`config.mk`:
```
export PLATFORM = sky130hd
export DESIGN_NAME = ftrl_div
export DESIGN_NICKNAME = d
export VERILOG_FILES = /design/src/rtl/ftrl_pkg.sv /design/src/rtl/ftrl_div.sv
export SDC_FILE = /design/constraint.sdc
export NUM_CORES = 1
export LEC_CHECK = 0
export BUFFER_PORTS_ARGS = -buffer_cell sky130_fd_sc_hd__buf_2
export CAP_MARGIN = 10
export CORE_ASPECT_RATIO = 1.1
export CORE_MARGIN = 4
export CORE_UTILIZATION = 55
export CTS_CLUSTER_DIAMETER = 80
export DETAILED_ROUTE_END_ITERATION = 8
export HOLD_SLACK_MARGIN = 0.02
export PLACE_DENSITY = 0.86
export SLEW_MARGIN = 20
export SYNTH_ARGS = -nofsm -noshare
export SYNTH_HDL_FRONTEND = slang
export SYNTH_SLANG_ARGS = --single-unit
```
`constraint.sdc`:
```
create_clock -name clk -period 7.6 [get_ports clk]
set_clock_uncertainty 0.2 [all_clocks]
set_input_delay 1.52 -clock clk [delete_from_list [all_inputs] [get_ports clk]]
set_output_delay 1.52 -clock clk [all_outputs]
set_load 0.02 [all_outputs]
```
`src/rtl/ftrl_pkg.sv`:
```
// Shared widths, register indexes and reset values for the FTRL weight update block.
package ftrl_pkg;

  localparam int FRAC          = 16;
  localparam int NUM_WEIGHTS_DEF = 4096;

  localparam int IDX_W   = 12;
  localparam int DATA_W  = 32;
  localparam int Z_W     = 40;
  localparam int N_W     = 48;
  localparam int ROOT_W  = 32;
  localparam int DVD_W   = 56;
  localparam int DVS_W   = 50;
  localparam int MA_W    = 48;
  localparam int MB_W    = 32;
  localparam int PROD_W  = MA_W + MB_W;

  typedef enum logic [1:0] {
    REG_ALPHA = 2'd0,
    REG_BETA  = 2'd1,
    REG_L1    = 2'd2,
    REG_L2    = 2'd3
  } reg_idx_t;

  localparam logic [DATA_W-1:0] ALPHA_RST = 32'd65536;
  localparam logic [DATA_W-1:0] BETA_RST  = 32'd65536;
  localparam logic [DATA_W-1:0] L1_RST    = 32'd66;
  localparam logic [DATA_W-1:0] L2_RST    = 32'd66;

endpackage

```
`src/rtl/ftrl_div.sv`:
```
// Radix-2 restoring divider, one quotient bit per cycle.
module ftrl_div import ftrl_pkg::*; (
  input  logic             clk,
  input  logic             rst_n,
  input  logic             start,
  input  logic [DVD_W-1:0] dividend,
  input  logic [DVS_W-1:0] divisor,
  output logic             done,
  output logic [DVD_W-1:0] quotient
);

  logic [DVD_W-1:0] dvd_r;
  logic [DVS_W-1:0] dvs_r;
  logic [DVS_W-1:0] rem_r;
  logic [5:0]       cnt_r;
  logic             busy_r;
  logic             done_r;
  logic [DVS_W:0]   rem_sh;
  logic             fit;
  logic [DVS_W:0]   rem_sub;

  assign rem_sh  = {rem_r, dvd_r[DVD_W-1]};
  assign fit     = rem_sh >= {1'b0, dvs_r};
  assign rem_sub = rem_sh - {1'b0, dvs_r};

  always_ff @(posedge clk) begin
    if (!rst_n) begin
      busy_r <= 1'b0;
      done_r <= 1'b0;
      cnt_r  <= '0;
    end else begin
      done_r <= 1'b0;
      if (start && !busy_r) begin
        busy_r <= 1'b1;
        cnt_r  <= '0;
        dvd_r  <= dividend;
        dvs_r  <= divisor;
        rem_r  <= '0;
      end else if (busy_r) begin
        rem_r <= fit ? rem_sub[DVS_W-1:0] : rem_sh[DVS_W-1:0];
        dvd_r <= {dvd_r[DVD_W-2:0], fit};
        cnt_r <= cnt_r + 6'd1;
        if (cnt_r == 6'(DVD_W - 1)) begin
          busy_r <= 1'b0;
          done_r <= 1'b1;
        end
      end
    end
  end

  assign done     = done_r;
  assign quotient = dvd_r;

endmodule

```
==> impl_metrics.env <==
export IMPL_slew_viol_final=0
export IMPL_dieArea_sq_mm=0.01959
export IMPL_vias=7983
export IMPL_fin_tns_setup_ps=0
export IMPL_arrival_ps=4430
export IMPL_drt_iter0_markers=672
export IMPL_overflow=0
export IMPL_cts_sinks=164
export IMPL_startpoint_type="flop"
export IMPL_ys_types=64
export IMPL_viasPerCell=5.702
export IMPL_period_needed_ps=4382
export IMPL_dp_hpwl_um=16840
export IMPL_netlist_area_sq_mm=0.009577
export IMPL_yosysWarnings=0
export IMPL_placementRows=50
export IMPL_area_delta_synth_final_pct=15.81
export IMPL_grt_use_total_pct=24.43
export IMPL_diodes=0
export IMPL_dr_pass1_iters=8
export IMPL_grt_max_degree=93
export IMPL_power_density_mw_per_mm2=251.9
export IMPL_layout_drive_gt1_share_pct=18.61
export IMPL_finalPower_w=0.002794
export IMPL_grt_pass1_vias=7931
export IMPL_relSlewSlack_pct=34.48
export IMPL_core_sq_mm=0.01708
export IMPL_failed_checks="design-rule violations"
export IMPL_startpoint="rem_r[40]"
export IMPL_drc=1
export IMPL_cts_resized=0
export IMPL_layout_commonest_cell="nand2_1"
export IMPL_worst_slew_pin_slew_ps=982.8
export IMPL_fp_dieW_um=133.8
export IMPL_start_util_pct=56.07
export IMPL_detail_route_antenna_nets=0
export IMPL_ys_seq_area_share_pct=50.59
export IMPL_numCtsBuffers=17
export IMPL_h_tree_depth=4
export IMPL_ys_flop_type="edfxtp_1"
export IMPL_endpoint="rem_r[31]"
export IMPL_fmax_ghz=0.2282
export IMPL_power_leakage_nw=4.899
export IMPL_min_path_type="reg -> reg"
export IMPL_cts_tree="built"
export IMPL_synth_top_area_share_pct=48.92
export IMPL_grt_pass1_wl_um=38890
export IMPL_layout_common_cells="nand2_1, buf_2, edfxtp_1, a21oi_1, inv_1"
export IMPL_gp_congestion=0.8993
export IMPL_postCtsSetupRepairBufs=0
export IMPL_synth_largest_area_cell="edfxtp_1"
export IMPL_hold_viol=0
export IMPL_clk_pin_slew_ps=70
export IMPL_status="finished, violations left"
export IMPL_crit_fanout=30
export IMPL_crit_required_ps=7650
export IMPL_setup_viol=0
export IMPL_r2r_setup_slack_ps=3220
export IMPL_wl_per_cell_um=16.95
export IMPL_synth_area_top_cells="edfxtp_1, nand2_1, ha_1"
export IMPL_rr_endpoint="rem_r[31]"
export IMPL_worst_setup_path_end_kind="flop"
export IMPL_syn_avg_cell_area_sq_um=9.444
export IMPL_critPathKind="reg -> reg"
export IMPL_vdd_drop_max_mv=0.1612
export IMPL_synth_nets=1175
export IMPL_rr_startpoint="rem_r[40]"
export IMPL_finalWirelength_um=23730
export IMPL_synth_cells=1014
export IMPL_nets=1314
export IMPL_synth_async_reset_ratio_pct=0
export IMPL_r2r_cells=11
export IMPL_clock_path_buffers=2
export IMPL_cts_root_buf="clkbuf_16"
export IMPL_synth_edf_count=156
export IMPL_cts_hold_fix_buffers=0
export IMPL_ios=166
export IMPL_cap_violations=0
export IMPL_ys_ff_latch=164
export IMPL_antenna_found_initial=0
export IMPL_clk_latency_ps=440
export IMPL_portBuffers=165
export IMPL_finalCritPeriodShare_pct=57.65
export IMPL_rsz0062_at_grt="no"
export IMPL_die_y_um=146.4
-- metal layers --
layer	part of all wire [%]	GRT usage, %	vias to the layer above
li1	-	-	3861
met3	8.7	6.478	44
met1	40	31.00	3727
met5	0	0	-
met2	49	40.93	351
met4	2.2	7.819	0
-- kinds of logic after synthesis --
group | after synthesis | share of synthesized area (%)
AND/OR/NAND/NOR | 405 | 18.16
multiplexers | 2 | 0.2090
AO/OA/AOI/OAI | 234 | 15.38
buffers and inverters | 115 | 4.952
adder cells (fa/ha/maj) | 52 | 6.872
flip-flops | 164 | 50.59
XOR/XNOR | 42 | 3.841
-- cells in the mapped netlist, drive strengths merged, types with 4 or more instances --
master / instances
a211oi: 9
a21boi: 4
a21o: 25
a21oi: 97
a31oi: 5
and2: 4
and3: 7
buf: 20
clkbuf: 30
dfxtp: 8
edfxtp: 156
ha: 51
inv: 65
nand2: 270
nand3: 11
nand4: 25
nor2: 42
nor2b: 6
nor3: 19
nor4: 4
o211ai: 4
o21a: 11
o21ai: 47
o21bai: 4
o31ai: 7
or2: 4
or3: 4
xnor2: 24
xor2: 18
-- metrics by stage --
step           cell area (sq um)  setup WS (ps)  hold WS (ps)  utilization [%]  cells
4_1_cts                    11090           3276         302.5            64.94   1400
5_1_grt                    11090           2927         313.9            64.94   1400
3_3_place_gp               10520           3363         270.2            61.60   1368
6_report                   11090           3218         307.7            64.94   1400
2_1_floorplan               9577           3002         258.4                -   1014
3_5_place_dp               10520           3427         290.9            61.61   1368
-- cell type report --
class,instances,area (sq um)
Sequential cell,164,4845
Multi-Input combinational cell,735,4278
Clock inverter,14,138.9
Clock buffer,18,429.2
Inverter,65,244.0
Tap cell,234,292.8
Fill cell,1393,5988
Timing Repair Buffer,170,863.3
-- how the worst min path moves through the flow --
stage	start	to	slack, ps	cells after the start
after floorplan	cnt_r[5]	cnt_r[5]	260	2
after global placement	cnt_r[5]	cnt_r[5]	270	2
after detailed placement	cnt_r[5]	cnt_r[5]	290	2
after CTS	cnt_r[5]	cnt_r[5]	300	2
after global routing	cnt_r[5]	cnt_r[5]	310	2
final	cnt_r[5]	cnt_r[5]	310	2
-- flip-flops by register name, summed over array words and instances (netlist names) --
signal / count
dvs_r: 50
quotient: 56
done: 1
cnt_r: 6
busy_r: 1
rem_r: 50
-- critical path, cell delays in order (launching register included) --
cell and delay, ps:
edfxtp_1 410, ha_1 420, nand4_1 210, nor4_2 380, nand3_1 150, o31ai_2 240, nor2_1 90, a21oi_1 210
and2_1 780, buf_4 460, nand2_1 320, o21ai_0 320
-- report_power, final --
| part | switching [W] | internal (W) | leakage (nW) |
|---|---|---|---|
| registers | 0.0000415 | 0.00111 | 1.55 |
| clock network | 0.000400 | 0.000435 | 0.274 |
| logic | 0.000512 | 0.000300 | 3.07 |
| total | 0.000954 | 0.00184 | 4.90 |
No activity file was read; power rests on OpenSTA's default activity.
