File: src/rtl/ftrl_ram.sv
// Generic single-write, single-read RAM with registered read data.
module ftrl_ram #(
  parameter int WIDTH = 8,
  parameter int DEPTH = 16,
  localparam int AW = (DEPTH > 1) ? $clog2(DEPTH) : 1
) (
  input  logic             clk,
  input  logic             we,
  input  logic [AW-1:0]    waddr,
  input  logic [WIDTH-1:0] wdata,
  input  logic [AW-1:0]    raddr,
  output logic [WIDTH-1:0] rdata
);

  logic [WIDTH-1:0] mem [DEPTH];
  logic [WIDTH-1:0] rdata_r;

  always_ff @(posedge clk) begin
    if (we) begin
      mem[waddr] <= wdata;
    end
    rdata_r <= mem[raddr];
  end

  assign rdata = rdata_r;

endmodule

File: config.mk
export PLATFORM = sky130hd
export DESIGN_NAME = ftrl_ram
export DESIGN_NICKNAME = d
export VERILOG_FILES = /design/src/rtl/ftrl_ram.sv
export SDC_FILE = /design/constraint.sdc
export NUM_CORES = 1
export LEC_CHECK = 0
export BUFFER_PORTS_ARGS = -buffer_cell sky130_fd_sc_hd__buf_2
export CAP_MARGIN = 25
export CORE_UTILIZATION = 65
export DETAILED_ROUTE_END_ITERATION = 8
export PLACE_DENSITY = 0.84
export SLEW_MARGIN = 20
export SYNTH_ARGS = -nofsm -noshare
export SYNTH_HDL_FRONTEND = slang
export SYNTH_SLANG_ARGS = --single-unit
File: constraint.sdc
create_clock -name clk -period 3.65 [get_ports clk]
set_input_delay 0.73 -clock clk [delete_from_list [all_inputs] [get_ports clk]]
set_output_delay 0.73 -clock clk [all_outputs]
set_load 0.1 [all_outputs]
==> results of run 1 <==
==> flip-flops by register name, indices dropped and copies added, names as in the netlist <==
name   count
rdata      8
mem      128
==> final timing paths <==
kind                        startpoint                   to  cells past startpoint
hold / removal                wdata[1]  mem[7][1]$_DFFE_PP_                      1
hold reg to reg   mem[14][3]$_DFFE_PP_     rdata[3]$_DFF_P_                      3
setup reg to reg   mem[1][0]$_DFFE_PP_     rdata[0]$_DFF_P_                      3
setup / recovery      rdata[2]$_DFF_P_             rdata[2]                      1
==> final cells by class <==
type | count | area (sq um)
flip-flops and latches | 136 | 4000
clock inverters | 15 | 176
well taps | 102 | 128
clock buffers | 17 | 414
repair buffers | 30 | 163
multi-input cells | 83 | 1060
fillers | 411 | 1750
==> routing by layer <==
layer	vias to the layer above	track usage	routed length, um
met5	-	0	0
met4	0	0.103	122
met3	13	0.0586	585
met2	129	0.414	5100
met1	1253	0.342	3860
li1	1049	-	-
==> placed cells by master (no fill, tap or decap) <==
cell        Yosys  layout
nand3b_1        2       2
buf_4           1       5
nor3_1          4       4
nand2b_1        2       2
nor2_1         13      13
nand3_1         1       1
edfxtp_1      128     128
nand2_1         9       9
dfxtp_1         8       8
or3b_2          1       1
and2_1          1       1
inv_6           0       2
clkinvlp_4      0       3
a22oi_1        16      16
clkinv_2        0       4
bufinv_16       0       3
clkinv_4        0       3
clkbuf_16       0      16
nor2b_1         1       1
clkbuf_8        0       1
buf_2           3      25
and2b_1         1       1
mux4_2         18      18
mux4_1         14      14
==> power breakdown <==
| part | total (W) | internal (W) | switching [W] |
|---|---|---|---|
| combinational | 0.000227 | 0.0000635 | 0.000164 |
| sequential | 0.00176 | 0.00175 | 0.0000103 |
| clock | 0.00168 | 0.00104 | 0.000643 |
| total | 0.00367 | 0.00285 | 0.000817 |
==> cell families (layout without fill, tap and decap cells) <==
group | Yosys count | count (layout) | share of synthesized area
AND/OR/NAND/NOR | 35 | 35 | 0.0318
flip-flops | 136 | 136 | 0.778
AO/OA/AOI/OAI | 16 | 16 | 0.0233
buffers and inverters | 10 | 62 | 0.0168
multiplexers | 32 | 32 | 0.150
==> per-stage QoR <==
step                      instances  total power, W  hold slack, ns
after floorplan                 229         0.00195           0.629
after global placement          351         0.00201           0.650
after detailed placement        351         0.00201           0.666
after CTS                       383         0.00368           0.586
after global routing            383         0.00375           0.594
final                           383         0.00367           0.602
==> results.yml, run 1 <==
sta:
  fin_skew_ns: 0.00811
  setup_viol: 0
  slew_headroom: 0.379
  fin_tns_setup_ns: 0
  period_minus_slack_ns: 2.01
  fin_crit_sh: 0.550
  timing.fmax_mhz: 499
  hold_violations: 0
  tightest_slew_ns: 0.928
  fin_ws_ns: 1.64
  drv_slew: 0
  rsz0062_at_grt: "no"
synthesis:
  synth.area.top_cells: "edfxtp_1 (75%), mux4_2 (7.9%), mux4_1 (7.1%), dfxtp_1 (3.1%), a22oi_1 (2.3%)"
  synth.avg_cell_area_sq_um: 22.5
  synth_nets: 247
  yosysTopAreaCell: "edfxtp_1"
  syn_inst: 229
  synthTopCellsByCount: "edfxtp_1 (128), mux4_2 (18), a22oi_1 (16)"
  synth_async_sr_flop_share: 0
  synth_seq_area_share: 0.778
  synth_edf_count: 128
  synth_top_area_frac: 0.747
  synth_area_sq_mm: 0.00515
  synth.most_common_cell: "edfxtp_1"
  synth_seq_cells: 136
  synth_cell_types: 19
  ys.flop_type: "edfxtp_1"
  ys_warn_count: 0
cts:
  cts_made_buffers: 17
  cts-root-buf: "clkbuf_8"
  clock-sinks: 136
  holdBufCountCts: 0
  htree_levels: 4
  clock_latency_ns: 0.50
  cts_buffer_depth: 2
  tritoncts: "built"
  clk_pin_slew_ns: 0.06
  cts_setup_buffers: 0
  cts-resized-gates: 0
placement:
  dp_hpwl_um: 5530
  port_buffers: 25
  place_ws_ns: 1.18
  routabilityCongestion: 0.712
  place_area_sq_mm: 0.00535
global_routing:
  grt_overflow: 0
  grtUsageTotal: 0.255
  grt_max_degree: 33
  first_global_vias: 2534
  grt_pass1_wl_um: 14500
  antenna_found_initial: 0
critical_path:
  critPathMaxFanout: 1
  crit_chain: "buf_2"
  cpLargestDelayFamily: "buffers and inverters"
  rrSetupSlack_ns: 2.24
  path_buf_inv: 1
  cp-start-kind: "register"
  path_class: "register to primary output"
  cp.arrival_ns: 1.28
  crit_slowest_cell: "buf_2"
  worst_ep_required_time_ns: 2.92
  endpoint_kind: "primary output"
  max_stage_delay_ns: 0.43
run_status:
  status: "finished with violations"
  violations: "design-rule violations"
floorplanning:
  chipHeight_um: 91.0
  core_area_sq_mm: 0.00769
  die-area_sq_mm: 0.00828
  floorplan.initialDensity: 0.670
  fp-row-count: 32
  die_w_um: 91.0
  ioPinCount: 26
routing:
  drt_wl_total_um: 9660
  vias_per_cell: 6.38
  drt-pass1-iter-count: 7
  num_vias: 2444
  ant_nets: 0
  wire_per_inst_um: 25.2
  drtIter0Drc: 278
  remaining_drc_errors: 1
power:
  p_leak_nw: 2.00
  power_density_mw_per_mm2: 617
  ir_drop_mv: 0.426
finish:
  final_util: 0.773
  nNetsFinal: 286
  area_growth_syn_to_layout_pct: 15.4
  diodes: 0
  drive_gt1_frac: 0.288
  fin_area_sq_mm: 0.00594
min_path:
  hold_class: "input pin to register"
run:
  cap_viol_max_count: 0
Power figures use the tool's default switching activity.
==> run 2, diff against run 1 <==
ABC_AREA = 1   (was unset)
CORE_UTILIZATION = 55   (was 65)
PLACE_DENSITY = 0.75   (was 0.84)
clock period = 1.7 ns   (was 3.65 ns; I/O delays follow)
==> run 2 against run 1 <==
Net effect:
- the run now ends clean
- count of clock-buffer cells in the layout up 2
- largest power group is now clock
- critical path depth is the same
- critical endpoint is now rdata[1]
- clock power rose by 130%
- synthesized area grew 12%
- sequential power rose by 110%
- highest routed layer unchanged
- combinational power increased to 2.8 times the previous value
==> results.yml, run 2 <==
run_status:
  status: "completed"
sta:
  setup_viol: 0
  fin_skew_ns: 0.00728
  fin_crit_sh: 0.964
  drv_slew: 0
  slew_headroom: 0.652
  period_minus_slack_ns: 1.64
  hold_violations: 0
  tightest_slew_ns: 0.521
  rsz0062_at_grt: "no"
  whs_ns: 0.168
  fin_tns_setup_ns: 0
  timing.fmax_mhz: 610
finish:
  area_growth_syn_to_layout_pct: 17.1
  mostFrequentLayoutCells: "nand2_1 (173), edfxtp_1 (128), inv_1 (100), nand3_1 (97), buf_2 (25)"
  top_register: "mem"
  final_util: 0.660
  nNetsFinal: 615
  diodes: 0
  drive_gt1_frac: 0.133
  largest_reg_flops: 128
  layout_commonest_cell: "nand2_1"
  fin_area_sq_mm: 0.00675
global_routing:
  grt_overflow: 0
  grt_pass1_wl_um: 20100
  antenna_found_initial: 0
  grtUsageMet1: 0.337
  grtUsageTotal: 0.256
  top_usage_layer: "met2"
  first_global_vias: 3864
  met3_usage: 0.0551
  grt.met2_usage: 0.396
  grt_max_degree: 65
cts:
  cts-root-buf: "clkbuf_8"
  htree_levels: 4
  cts-resized-gates: 0
  clock-sinks: 136
  cts_setup_buffers: 0
  clock_latency_ns: 0.53
  cts_made_buffers: 17
  clk_pin_slew_ns: 0.06
  cts_buffer_depth: 2
  holdBufCountCts: 0
  tritoncts: "built"
routing:
  drtIter0Drc: 354
  num_vias: 3963
  remaining_drc_errors: 0
  ant_nets: 0
  drt-pass1-iter-count: 5
  vias_per_cell: 5.31
  wire_per_inst_um: 17.3
  drt_wl_total_um: 12900
critical_path:
  cp.arrival_ns: 1.30
  path_buf_inv: 1
  crit_slowest_cell: "buf_2"
  crit_chain: "buf_2"
  max_stage_delay_ns: 0.43
  cp-start-kind: "register"
  path_class: "register to primary output"
  cpLargestDelayFamily: "buffers and inverters"
  endpoint_kind: "primary output"
  critPathMaxFanout: 1
  worst_ep_required_time_ns: 1.36
synthesis:
  synth_seq_cells: 136
  synth_cell_types: 12
  synth.most_common_cell: "nand2_1"
  synth_nets: 569
  synth.avg_cell_area_sq_um: 10.5
  synth.area.top_cells: "edfxtp_1 (67%), nand2_1 (11%), nand3_1 (8.4%), inv_1 (6.5%), dfxtp_1 (2.8%)"
  synth_seq_area_share: 0.694
  ys_warn_count: 0
  synth_edf_count: 128
  synth_async_sr_flop_share: 0
  syn_inst: 551
  ys.flop_type: "edfxtp_1"
  synth_area_sq_mm: 0.00577
  synth_top_area_frac: 0.667
  yosysTopAreaCell: "edfxtp_1"
  synthTopCellsByCount: "nand2_1 (173), edfxtp_1 (128), inv_1 (100)"
run:
  cap_viol_max_count: 0
floorplanning:
  floorplan.initialDensity: 0.564
  die_w_um: 104
  fp-row-count: 37
  ioPinCount: 26
  chipHeight_um: 104
  core_area_sq_mm: 0.0102
  die-area_sq_mm: 0.0109
power:
  ir_drop_mv: 0.862
  power_density_mw_per_mm2: 1220
  p_leak_nw: 2.96
placement:
  place_area_sq_mm: 0.00613
  dp_hpwl_um: 7750
  routabilityCongestion: 0.854
  port_buffers: 25
min_path:
  hold_class: "input pin to register"
-- run 2: layer usage --
layer / vias to the layer above / wire length, um
li1: 1869 / -
met1: 1839 / 5160
met2: 216 / 6230
met3: 39 / 1060
met4: 0 / 473
met5: - / 0
-- run 2: final timing paths --
kind / cells after the start / endpoint / slack (ns) / from
setup / recovery: 1 / rdata[1] / 0.06 / rdata[1]$_DFF_P_
hold / removal: 3 / rdata[4]$_DFF_P_ / 0.17 / raddr[3]
setup reg to reg: 6 / rdata[6]$_DFF_P_ / 0.66 / mem[2][6]$_DFFE_PP_
hold reg to reg: 6 / rdata[4]$_DFF_P_ / 0.69 / mem[11][4]$_DFFE_PP_
-- run 2: kinds of logic after synthesis --
kind of cell           after synthesis  synth area share
buffers and inverters              126            0.0952
DFF                                136             0.694
and+or+nand+nor                    289             0.210
-- run 2: area by class of cell --
type | instances | area, sq um
clock inverters | 13 | 203
clock buffers | 19 | 422
repair buffers | 51 | 358
inverters | 102 | 383
fillers | 769 | 3480
multi-input cells | 289 | 1210
well taps | 136 | 170
flip-flops and latches | 136 | 4000
-- run 2: where the power goes --
part	internal [W]	total, W	switching (W)	leakage [nW]
Sequential	0.00375	0.00377	0.0000225	1.22
Combinational	0.000146	0.000629	0.000482	1.44
Clock	0.00252	0.00387	0.00135	0.293
-- run 2: through the flow --
step           power [W]  worst slack (ns)  std cells
4_1_cts          0.00829            0.0397        746
6_report         0.00827            0.0615        746
5_1_grt          0.00848            0.0345        746
2_1_floorplan    0.00426             0.409        551
3_3_place_gp     0.00445             0.232        714
3_5_place_dp     0.00446             0.238        714
