===== src/rtl/ftrl_pkg.sv =====
// Shared widths, register indexes and reset values for the FTRL weight update block.
package ftrl_pkg;

  localparam int FRAC          = 16;
  localparam int NUM_WEIGHTS_DEF = 4096;

  localparam int IDX_W   = 12;
  localparam int DATA_W  = 32;
  localparam int Z_W     = 40;
  localparam int N_W     = 48;
  localparam int ROOT_W  = 32;
  localparam int DVD_W   = 56;
  localparam int DVS_W   = 50;
  localparam int MA_W    = 48;
  localparam int MB_W    = 32;
  localparam int PROD_W  = MA_W + MB_W;

  typedef enum logic [1:0] {
    REG_ALPHA = 2'd0,
    REG_BETA  = 2'd1,
    REG_L1    = 2'd2,
    REG_L2    = 2'd3
  } reg_idx_t;

  localparam logic [DATA_W-1:0] ALPHA_RST = 32'd65536;
  localparam logic [DATA_W-1:0] BETA_RST  = 32'd65536;
  localparam logic [DATA_W-1:0] L1_RST    = 32'd66;
  localparam logic [DATA_W-1:0] L2_RST    = 32'd66;

endpackage


===== src/rtl/ftrl_mul.sv =====
// Bit-serial shift-add multiplier, one multiplier bit per cycle, full-width product.
module ftrl_mul import ftrl_pkg::*; (
  input  logic              clk,
  input  logic              rst_n,
  input  logic              start,
  input  logic [MA_W-1:0]   a,
  input  logic [MB_W-1:0]   b,
  output logic              done,
  output logic [PROD_W-1:0] prod
);

  logic [MA_W-1:0] a_r;
  logic [MA_W-1:0] hi_r;
  logic [MB_W-1:0] lo_r;
  logic [4:0]      cnt_r;
  logic            busy_r;
  logic            done_r;
  logic [MA_W:0]   sum;

  assign sum = {1'b0, hi_r} + (lo_r[0] ? {1'b0, a_r} : '0);

  always_ff @(posedge clk) begin
    if (!rst_n) begin
      busy_r <= 1'b0;
      done_r <= 1'b0;
      cnt_r  <= '0;
    end else begin
      done_r <= 1'b0;
      if (start && !busy_r) begin
        busy_r <= 1'b1;
        cnt_r  <= '0;
        a_r    <= a;
        hi_r   <= '0;
        lo_r   <= b;
      end else if (busy_r) begin
        hi_r  <= sum[MA_W:1];
        lo_r  <= {sum[0], lo_r[MB_W-1:1]};
        cnt_r <= cnt_r + 5'd1;
        if (cnt_r == 5'(MB_W - 1)) begin
          busy_r <= 1'b0;
          done_r <= 1'b1;
        end
      end
    end
  end

  assign done = done_r;
  assign prod = {hi_r, lo_r};

endmodule


===== config.mk =====
export PLATFORM = sky130hd
export DESIGN_NAME = ftrl_mul
export DESIGN_NICKNAME = d
export VERILOG_FILES = /design/src/rtl/ftrl_pkg.sv /design/src/rtl/ftrl_mul.sv
export SDC_FILE = /design/constraint.sdc
export NUM_CORES = 1
export LEC_CHECK = 0
export ABC_AREA = 1
export BUFFER_PORTS_ARGS = -buffer_cell sky130_fd_sc_hd__buf_2
export CORE_MARGIN = 2
export CORE_UTILIZATION = 42
export CTS_BUF_LIST = sky130_fd_sc_hd__clkbuf_2 sky130_fd_sc_hd__clkbuf_4 sky130_fd_sc_hd__clkbuf_8
export DETAILED_ROUTE_END_ITERATION = 8
export PLACE_DENSITY = 0.64
export SLEW_MARGIN = 30
export SYNTH_ARGS = -nofsm -noshare
export SYNTH_HDL_FRONTEND = slang
export SYNTH_SLANG_ARGS = --single-unit
export TNS_END_PERCENT = 1

===== constraint.sdc =====
create_clock -name clk -period 6.4 [get_ports clk]
set_input_delay 1.28 -clock clk [delete_from_list [all_inputs] [get_ports clk]]
set_output_delay 1.28 -clock clk [all_outputs]
set_load 0.02 [all_outputs]

==> results of run 1 <==
## where the power goes
group	total (mW)	switching (mW)	leakage, nW	internal [mW]
logic	0.783	0.536	4.47	0.246
clock network	0.753	0.421	0.212	0.333
registers	1.11	0.0428	1.28	1.07
total	2.65	1.00	5.95	1.65
## per-stage QoR
step           hold slack (ps)   util
2_1_floorplan              445      -
3_3_place_gp               454  0.475
3_5_place_dp               463  0.475
4_1_cts                    479  0.494
5_1_grt                    498  0.494
6_report                   473  0.494
## cells in the mapped netlist, drive strengths merged
| cell type | number | share of area |
|---|---|---|
| o21bai | 3 | 0.0024 |
| ha | 50 | 0.066 |
| nor4 | 1 | 0.0013 |
| dfxtp | 7 | 0.015 |
| o21a | 1 | 0.00079 |
| a21boi | 1 | 0.00079 |
| nor2 | 126 | 0.065 |
| nand3 | 48 | 0.031 |
| and2 | 4 | 0.0028 |
| clkinv | 8 | 0.0031 |
| nand2 | 549 | 0.23 |
| nand4 | 10 | 0.0072 |
| a21oi | 62 | 0.033 |
| o22ai | 1 | 0.00066 |
| fa | 1 | 0.0021 |
| o21ai | 23 | 0.012 |
| clkbuf | 5 | 0.0020 |
| a31oi | 2 | 0.0013 |
| nor3 | 12 | 0.0084 |
| a21o | 1 | 0.00079 |
| buf | 12 | 0.0066 |
| inv | 276 | 0.11 |
| xnor2 | 1 | 0.00092 |
| edfxtp | 128 | 0.40 |
## layout by cell type (no fill, tap or decap), types with 22 or more instances in the layout
cell,n
nand2_1,512
inv_1,264
buf_2,163
edfxtp_1,128
nor2_1,86
a21oi_1,60
ha_1,50
nand2_2,37
nand3_1,36
nor2_2,30
o21ai_0,22
## worst max-delay path, delay by kind of cell, from the launching register on
| family | cells | cell delay [ps] |
|---|---|---|
| AO/OA/AOI/OAI | 2 | 530 |
| adder cells (fa/ha/maj) | 1 | 280 |
| buffers and inverters | 3 | 550 |
| flip-flops | 1 | 890 |
| AND/OR/NAND/NOR | 8 | 780 |
## area by class of cell
cell class | instances | area, um^2
Fill cell | 2301 | 11400
Multi-Input combinational cell | 896 | 4430
Sequential cell | 135 | 3980
Inverter | 284 | 1070
Timing Repair Buffer | 168 | 861
Tap cell | 285 | 357
Clock buffer | 17 | 234
Clock inverter | 15 | 179
## logic make-up after synthesis
group / Yosys count / synth area share
xor gates and xnor gates: 1 / 0.000918
DFF: 135 / 0.417
adders and majority gates: 51 / 0.0676
and+or+nand+nor: 750 / 0.342
buffers and inverters: 301 / 0.120
AOI/OAI and AO/OA: 94 / 0.0517
## sequential cells by signal, indices dropped and copies added, names as in the netlist
name,flops
done,1
lo_r,32
a_r,48
cnt_r,5
hi_r,48
busy_r,1
## layer usage
layer,share of wire,up-vias
li1,-,4423
met1,0.47,3752
met2,0.46,233
met3,0.062,25
met4,0.017,0
met5,0,-
## final timing paths
check / cells after the start / slack (ps) / end
setup / recovery: 14 / 3100 / hi_r[25]
hold / removal: 2 / 470 / cnt_r[4]
setup reg to reg: 14 / 3100 / hi_r[25]
hold reg to reg: 2 / 470 / cnt_r[4]
==> qor.txt, run 1 <==
status: finished clean
flops & latches, synth: 135
Tmin final: 3300 ps
wire length of the first global-routing pass: 41000 um
Worst Skew: 16.8 ps
Layout Cells excl Fill: 1800
Gate Count Post-Synth: 1332
buffer levels on the longest clock path: 2
share of layout cells above drive strength 1: 0.205
vias in the first global route: 8164
CP peak stage delay: 890 ps
Post-DRT Antenna Nets: 0
Critical path origin: lo_r[0]
Distinct cells, synth: 39
mean post-synth cell area: 7.17 um^2
Critical Path RT: 6620 ps
gp weighted congestion: 0.979
WL/cell: 14.2 um
DR pass1 iterations: 4
IO buf count: 163
M2 GR Usage: 0.364
initial antenna violation count: 0
Setup WS pre-CTS: 3130 ps
Placed Area: 10700 um^2
worst vdd ir: 0.142 mV
met1 global-route usage: 0.290
max_slew headroom: 0.440
GRT busiest layer: met2
core area: 22500 um^2
Worst R2R Start: lo_r[0]
Clock transition at path regs: 100 ps
pin count of the biggest net entering global routing: 79
Pwr Total: 2.65 mW
Critical Path Sink Type: flop
CTS H-tree lvls: 4
HP Class: flop to flop
aggregate global routing overflow: 0
unrepaired setup endpoints after global routing: false
Total GRT Usage: 0.218
critical path class: flop to flop
Setup crit start kind: flop
hpwl dp: 20000 um
Inserted Diodes: 0
CP cell instances: buf_4 > nand2_1 > inv_1 > ha_1 > nand2_2 > inv_1 > nand2_1 > nand2_1 > a21oi_1 > nand2_1 > a21oi_1 > nand2_1 > nand2_1 > nor2_1
worst skew pair latency: 470 ps
Core Rows: 55
synth warn: 0
Layout area overhead: 16.4%
worst slew pin tran: 840 ps
Worst EP arrival: 3510 ps
register area share after synthesis: 0.417
# IOs: 164
Mapped Area: 9540 um^2
static leakage: 5.95 nW
die width: 155 um
final critical-path setup slack: 3100 ps
Detailed Route WL: 25600 um
post-cts repair resize count: 0
CTS tree: yes
Clock Sinks: 135
DRC violations left: 0
Placed Instances: 1768
Fmax: 303 MHz
CTS Hold Buffers Added: 0
syn_nets: 1466
Initial Util: 0.424
nets: 1636
Vias/cell: 4.69
cts bufs inserted: 17
initial drt markers: 434
Setup Fix Bufs, Post-CTS: 0
Fin. Hold Viols: 0
P per Cell Area: 238 nW/um^2
via count: 8433
GRT met3 Usage: 0.0490
Crit path top cell by count: nand2_1
CTS Root Buffer Type: clkbuf_8
Die ar.: 23900 um^2
CP Max Fanout: 27
Final Instance Area: 11100 um^2
Hold Startpoint: cnt_r[4]
crit share post-route: 0.515
final setup violation count: 0
crit path max-delay cell type: edfxtp_1
max_cap viols: 0
Slew Viols, Final: 0
die extent in y: 155 um
TNS Setup: 0 ps
Power figures use the tool's default switching activity.
==> run 2: changes to the inputs <==
- ABC_AREA: 1 -> 0
- PLACE_DENSITY: 0.64 -> 0.65
- clock period: 6.4 -> 3.1 ns (I/O delays scaled with it)
==> run 2 against run 1 <==
Compared with the run above:
- die area decreased by 17%
- combinational power increased by 80%
- clock-buffer cell count unchanged
- routed wire length decreased by 20%
- clock skew decreased by 3.7 ps
- critical endpoint is now hi_r[44]
- setup slack got worse by 3000 ps
- final area decreased by 11%
- highest routed layer unchanged
- clock power increased by 110%
- global-route usage decreased by 1.3 points
- largest power group unchanged
- critical path depth decreased by 3
- power increased by 100%
==> qor.txt, run 2 <==
syn_nets: 920 (was 1466)
Synth area leader: edfxtp_1 (unchanged)
Mapped Area: 7930 um^2 (was 9540 um^2)
via count: 6479 (was 8433)
count leader, synth: nand2_1 (unchanged)
IO buf count: 163 (unchanged)
most common cell after layout, fill and taps aside: buf_2 (was nand2_1)
Clock transition at path regs: 90 ps (was 100 ps)
Placed Area: 9190 um^2 (was 10700 um^2)
worst skew pair latency: 470 ps (about the same)
reg2reg end: hi_r[44] (was hi_r[25])
Hold Path End: a_r[39] (was cnt_r[4])
die extent in y: 141 um (was 155 um)
Vias/cell: 5.32 (was 4.69)
die width: 141 um (was 155 um)
P per Cell Area: 532 nW/um^2 (was 238 nW/um^2)
TNS Setup: 0 ps (unchanged)
CTS Root Buffer Type: clkbuf_8 (unchanged)
Core Rows: 50 (was 55)
Worst R2R Start: lo_r[0] (unchanged)
flip-flop and latch area: 3980 um^2 (unchanged)
crit share post-route: 0.964 (was 0.515)
Gate Count Post-Synth: 786 (was 1332)
Inserted Diodes: 0 (unchanged)
Worst Skew: 13.1 ps (was 16.8 ps)
Layout area overhead: 25.2% (was 16.4%)
EDFF count, synth: 128 (unchanged)
nets: 1105 (was 1636)
worst vdd ir: 0.279 mV (was 0.142 mV)
hpwl dp: 14900 um (was 20000 um)
WL/cell: 16.7 um (was 14.2 um)
HP Class: primary input to flop (was flop to flop)
Area contributors post-synth: edfxtp_1 48%, ha_1 7.9%, nand2_1 6.7%, and2_1 4.3%, a21oi_1 3.9% (was edfxtp_1 40%, nand2_1 20%, inv_1 10%, ha_1 6.6%, nor2_1 3.4%)
Total GRT Usage: 0.206 (was 0.218)
fill count: 1735 (was 2301)
vias in the first global route: 6388 (was 8164)
worst hold path cell count: 1 (was 2)
commonest non-fill, non-tap cells in the layout: 163 x buf_2, 139 x nand2_1, 128 x edfxtp_1 (was 512 x nand2_1, 264 x inv_1, 163 x buf_2)
flops & latches, synth: 135 (unchanged)
final critical-path setup slack: 111 ps (was 3100 ps)
Setup crit start kind: flop (unchanged)
static leakage: 4.18 nW (was 5.95 nW)
Tmin final: 2990 ps (was 3300 ps)
wire length of the first global-routing pass: 32400 um (was 41000 um)
Detailed Route WL: 20400 um (was 25600 um)
max_cap viols: 0 (unchanged)
final setup violation count: 0 (unchanged)
gp weighted congestion: 0.889 (was 0.979)
# IOs: 164 (unchanged)
Post-synth top cells: 142 x nand2_1, 128 x edfxtp_1, 61 x a21oi_1 (was 512 x nand2_1, 264 x inv_1, 128 x edfxtp_1)
Fin. Hold Viols: 0 (unchanged)
Fmax: 335 MHz (was 303 MHz)
register area share after synthesis: 0.503 (was 0.417)
Hold Startpoint: a[39] (was cnt_r[4])
Final Instance Area: 9930 um^2 (was 11100 um^2)
Setup WS pre-CTS: -104 ps (was 3130 ps)
Initial Util: 0.425 (was 0.424)
Critical Path Sink Type: flop (unchanged)
top-area cell type share of the netlist area: 0.485 (was 0.403)
CTS Hold Buffers Added: 0 (unchanged)
Placed Instances: 1183 (was 1768)
Layout Utilization: 0.533 (was 0.494)
core area: 18600 um^2 (was 22500 um^2)
max_slew headroom: 0.552 (was 0.440)
Post-synth top flop: edfxtp_1 (unchanged)
DRC violations left: 0 (unchanged)
share of layout cells above drive strength 1: 0.294 (was 0.205)
DR pass1 iterations: 5 (was 4)
critical path class: flop to flop (unchanged)
share of flip-flops with an asynchronous set or reset: 0 (unchanged)
Slew Viols, Final: 0 (unchanged)
Worst EP arrival: 3210 ps (was 3510 ps)
Die ar.: 20000 um^2 (was 23900 um^2)
Layout Cells excl Fill: 1218 (was 1800)
mean post-synth cell area: 10.1 um^2 (was 7.17 um^2)
aggregate global routing overflow: 0 (unchanged)
Clock Sinks: 135 (unchanged)
CP Max Fanout: 18 (was 27)
area of the multi-input gates: 4070 um^2 (was 4430 um^2)
CTS tree: yes (unchanged)
Top Registers: a_r: 48 flops, hi_r: 48 flops, lo_r: 32 flops (unchanged)
synth warn: 0 (unchanged)
status: finished clean (unchanged)
initial drt markers: 424 (was 434)
Critical Path RT: 3320 ps (was 6620 ps)
Post-DRT Antenna Nets: 0 (unchanged)
FF-to-FF path depth: 11 (was 14)
pin count of the biggest net entering global routing: 43 (was 79)
cts bufs inserted: 17 (unchanged)
Distinct cells, synth: 61 (was 39)
buffer levels on the longest clock path: 2 (unchanged)
CTS H-tree lvls: 4 (unchanged)
worst slew pin tran: 671 ps (was 840 ps)
R2R setup slack: 110 ps (was 3100 ps)
initial antenna violation count: 0 (unchanged)
==> run 2: cell families after synthesis <==
group | after synthesis | synth area share
AO/OA/AOI/OAI | 179 | 0.150
XOR/XNOR | 36 | 0.0398
multiplexers | 2 | 0.00253
AND/OR/NAND/NOR | 335 | 0.201
flip-flops | 135 | 0.503
buffers and inverters | 48 | 0.0235
adder cells (fa/ha/maj) | 51 | 0.0814
==> run 2: area by class of cell <==
type                       instances  share of cell area
timing repair buffer             196               0.110
clock buffer                      17              0.0236
multi-input combinational        603               0.409
inverter                          18             0.00681
clock inverter                    15              0.0194
tap                              234              0.0295
sequential                       135               0.401
==> run 2: worst max path at each step <==
stage / start / to / slack, ps / cells past startpoint
after global placement: lo_r[0] / hi_r[44] / -50 / 12
after floorplan: lo_r[0] / hi_r[35] / 20 / 13
final: lo_r[0] / hi_r[44] / 110 / 11
after detailed placement: lo_r[0] / hi_r[44] / -100 / 12
after global routing: lo_r[0] / hi_r[45] / -30 / 12
after CTS: lo_r[0] / hi_r[36] / 2 / 14
==> run 2: critical path, cell delays in order (launching register included) <==
cell and delay (ps):
edfxtp_1 380, buf_6 170, buf_4 190, and2_1 180, ha_4 310, nand4_1 200, or3_1 380, a21o_1 220
a211o_1 340, a31oi_4 190, o21a_1 150, nor3_2 40
==> run 2: stage by stage <==
stage                     hold WS, ps  total power, mW
after CTS                         282             5.24
after detailed placement          533             3.63
after floorplan                   538             3.20
final                             312             5.28
after global routing              280             5.56
after global placement            527             3.62
==> run 2: timing repair <==
item	4_1_cts	5_1_grt
gates resized for setup	3	54
pin swaps	0	10
setup endpoints to repair	2	23
endpoints found under the hold margin	0	0
buffers inserted	0	3
==> run 2: where the power goes <==
group,switching (mW),internal [mW]
registers,0.0860,2.18
logic,0.844,0.569
clock network,0.788,0.814
==> run 2: layer usage <==
layer / part of all wire / vias up / track usage / wire length, um
li1: - / 3202 / - / -
met1: 0.45 / 3064 / 0.268 / 9200
met2: 0.47 / 189 / 0.331 / 9580
met3: 0.065 / 24 / 0.0648 / 1330
met4: 0.014 / 0 / 0.0584 / 292
met5: 0 / - / 0 / 0
==> run 3: changes to the inputs <==
- CORE_ASPECT_RATIO: unset -> 1.75
==> run 3 against run 2 <==
Compared with the run above:
- register-to-register slack got worse by 60 ps
- clock skew up 2.8 ps
- core utilization is 1.1 points lower
- first-iteration DRC count shrank 48%
- global-route usage up 0.26 points
- fmax down 1.9%
- final area decreased by 2.4%
- sequential share of layout area increased by 1.0 points
- critical path type unchanged
- largest cell class is now flip-flops and latches
- highest routed layer unchanged
==> qor.txt, run 3 (same netlist as run 2, synthesis figures left out) <==
fill count: 1761 (was 1735)
cts bufs inserted: 17 (unchanged)
initial antenna violation count: 0 (unchanged)
share of layout cells above drive strength 1: 0.275 (was 0.294)
hpwl dp: 15600 um (was 14900 um)
vias in the first global route: 6513 (was 6388)
nets: 1097 (was 1105)
Layout area overhead: 22.2% (was 25.2%)
DR pass1 iterations: 4 (was 5)
CTS H-tree lvls: 4 (unchanged)
gp weighted congestion: 0.887 (was 0.889)
final setup violation count: 0 (unchanged)
wire length of the first global-routing pass: 31600 um (was 32400 um)
Worst Skew: 16.0 ps (was 13.1 ps)
buffer levels on the longest clock path: 2 (unchanged)
Worst EP arrival: 3280 ps (was 3210 ps)
hold slack: 320 ps (was 312 ps)
TNS Setup: 0 ps (unchanged)
die extent in y: 186 um (was 141 um)
Setup WS pre-CTS: 1.40 ps (was -104 ps)
aggregate global routing overflow: 0 (unchanged)
critical path class: flop to flop (unchanged)
pin count of the biggest net entering global routing: 77 (was 43)
Tmin final: 3050 ps (was 2990 ps)
max_cap viols: 0 (unchanged)
most common cell after layout, fill and taps aside: buf_2 (unchanged)
IO buf count: 163 (unchanged)
Final Instance Area: 9690 um^2 (was 9930 um^2)
Detailed Route WL: 20800 um (was 20400 um)
Inserted Diodes: 0 (unchanged)
Vias/cell: 5.34 (was 5.32)
worst vdd ir: 0.394 mV (was 0.279 mV)
initial drt markers: 221 (was 424)
unrepaired setup endpoints after global routing: true
Die ar.: 20000 um^2 (about the same)
Fmax: 328 MHz (was 335 MHz)
DRC violations left: 0 (unchanged)
die width: 108 um (was 141 um)
Setup crit start kind: flop (unchanged)
core area: 18600 um^2 (about the same)
worst skew pair latency: 470 ps (about the same)
Critical Path Sink Type: flop (unchanged)
# IOs: 164 (unchanged)
via count: 6487 (was 6479)
Post-DRT Antenna Nets: 0 (unchanged)
final critical-path setup slack: 52.7 ps (was 111 ps)
Fin. Hold Viols: 0 (unchanged)
Placed Area: 9170 um^2 (was 9190 um^2)
HP Class: primary input to flop (unchanged)
max_slew headroom: 0.626 (was 0.552)
Initial Util: 0.427 (was 0.425)
CTS tree: yes (unchanged)
worst slew pin tran: 561 ps (was 671 ps)
status: finished clean (unchanged)
Clock transition at path regs: 80 ps (was 90 ps)
Clock Sinks: 135 (unchanged)
Critical Path RT: 3330 ps (was 3320 ps)
crit share post-route: 0.983 (was 0.964)
CP Max Fanout: 8 (was 18)
Slew Viols, Final: 0 (unchanged)
Top Registers: a_r: 48 flops, hi_r: 48 flops, lo_r: 32 flops (unchanged)
P per Cell Area: 517 nW/um^2 (was 532 nW/um^2)
WL/cell: 17.1 um (was 16.7 um)
CTS Root Buffer Type: clkbuf_8 (unchanged)
Core Rows: 66 (was 50)
commonest non-fill, non-tap cells in the layout: 163 x buf_2, 141 x nand2_1, 128 x edfxtp_1 (was 163 x buf_2, 139 x nand2_1, 128 x edfxtp_1)
static leakage: 4.09 nW (was 4.18 nW)
Total GRT Usage: 0.208 (was 0.206)
run 3: cell count changes in the layout (fill, tap and decap cells not counted), moves of 3 or more:
cell      delta
inv_6        -4
buf_4        -9
ha_1         +4
o21ai_2      -3
inv_4        +3
clkinv_2     +4
ha_4         -6
run 3: layer usage:
metal	track usage	routed length, um	share of wire
met4	0.0995	715	0.034
met1	0.206	7530	0.36
met5	0	0	0
met2	0.398	11600	0.56
met3	0.0487	933	0.045
run 3: power breakdown:
part / leakage (nW) / switching, mW / total [mW] / internal, mW
clock: 0.191 / 0.718 / 1.36 / 0.646
combinational: 2.63 / 0.834 / 1.38 / 0.541
sequential: 1.28 / 0.0870 / 2.27 / 2.18
total: 4.09 / 1.64 / 5.01 / 3.37
run 3: timing repair:
action / CTS / global route
resized for setup: 1 / 31
pin swaps: 1 / 7
endpoints found under the setup margin: 1 / 24
hold buffers: 0 / 0
setup buffers: 0 / 2
run 3: final timing paths:
kind	slack (ps)	to	from	depth (start not counted)
setup / recovery	50	hi_r[28]	lo_r[0]	11
hold / removal	320	a_r[9]	a[9]	1
setup reg to reg	50	hi_r[28]	lo_r[0]	11
hold reg to reg	550	lo_r[9]	lo_r[10]	2
run 3: through the flow:
stage | std cells | total power [mW] | utilization
finish | 1214 | 5.01 | 0.521
global route | 1214 | 5.28 | 0.521
CTS | 1212 | 5.03 | 0.513
detailed placement | 1180 | 3.64 | 0.494
global placement | 1180 | 3.63 | 0.494
floorplan | 786 | 3.20 | -
run 3: critical path: stages, from the launching register on:
cell      delay, ps
edfxtp_1        510
and2_1          200
ha_1            380
nand2_2         110
o31ai_4         270
buf_4           170
o211ai_2         80
a21o_1          240
a21oi_2         220
o21ai_1         120
nor3b_1         160
nor3_1          350
run 3: final cells by class:
type,count,area (um^2),share of cell area
inverters,18,67.6,0.00697
multi-input cells,603,3930,0.405
repair buffers,188,1050,0.109
clock inverters,13,108,0.0111
clock buffers,19,249,0.0257
well taps,238,298,0.0307
flip-flops and latches,135,3980,0.411
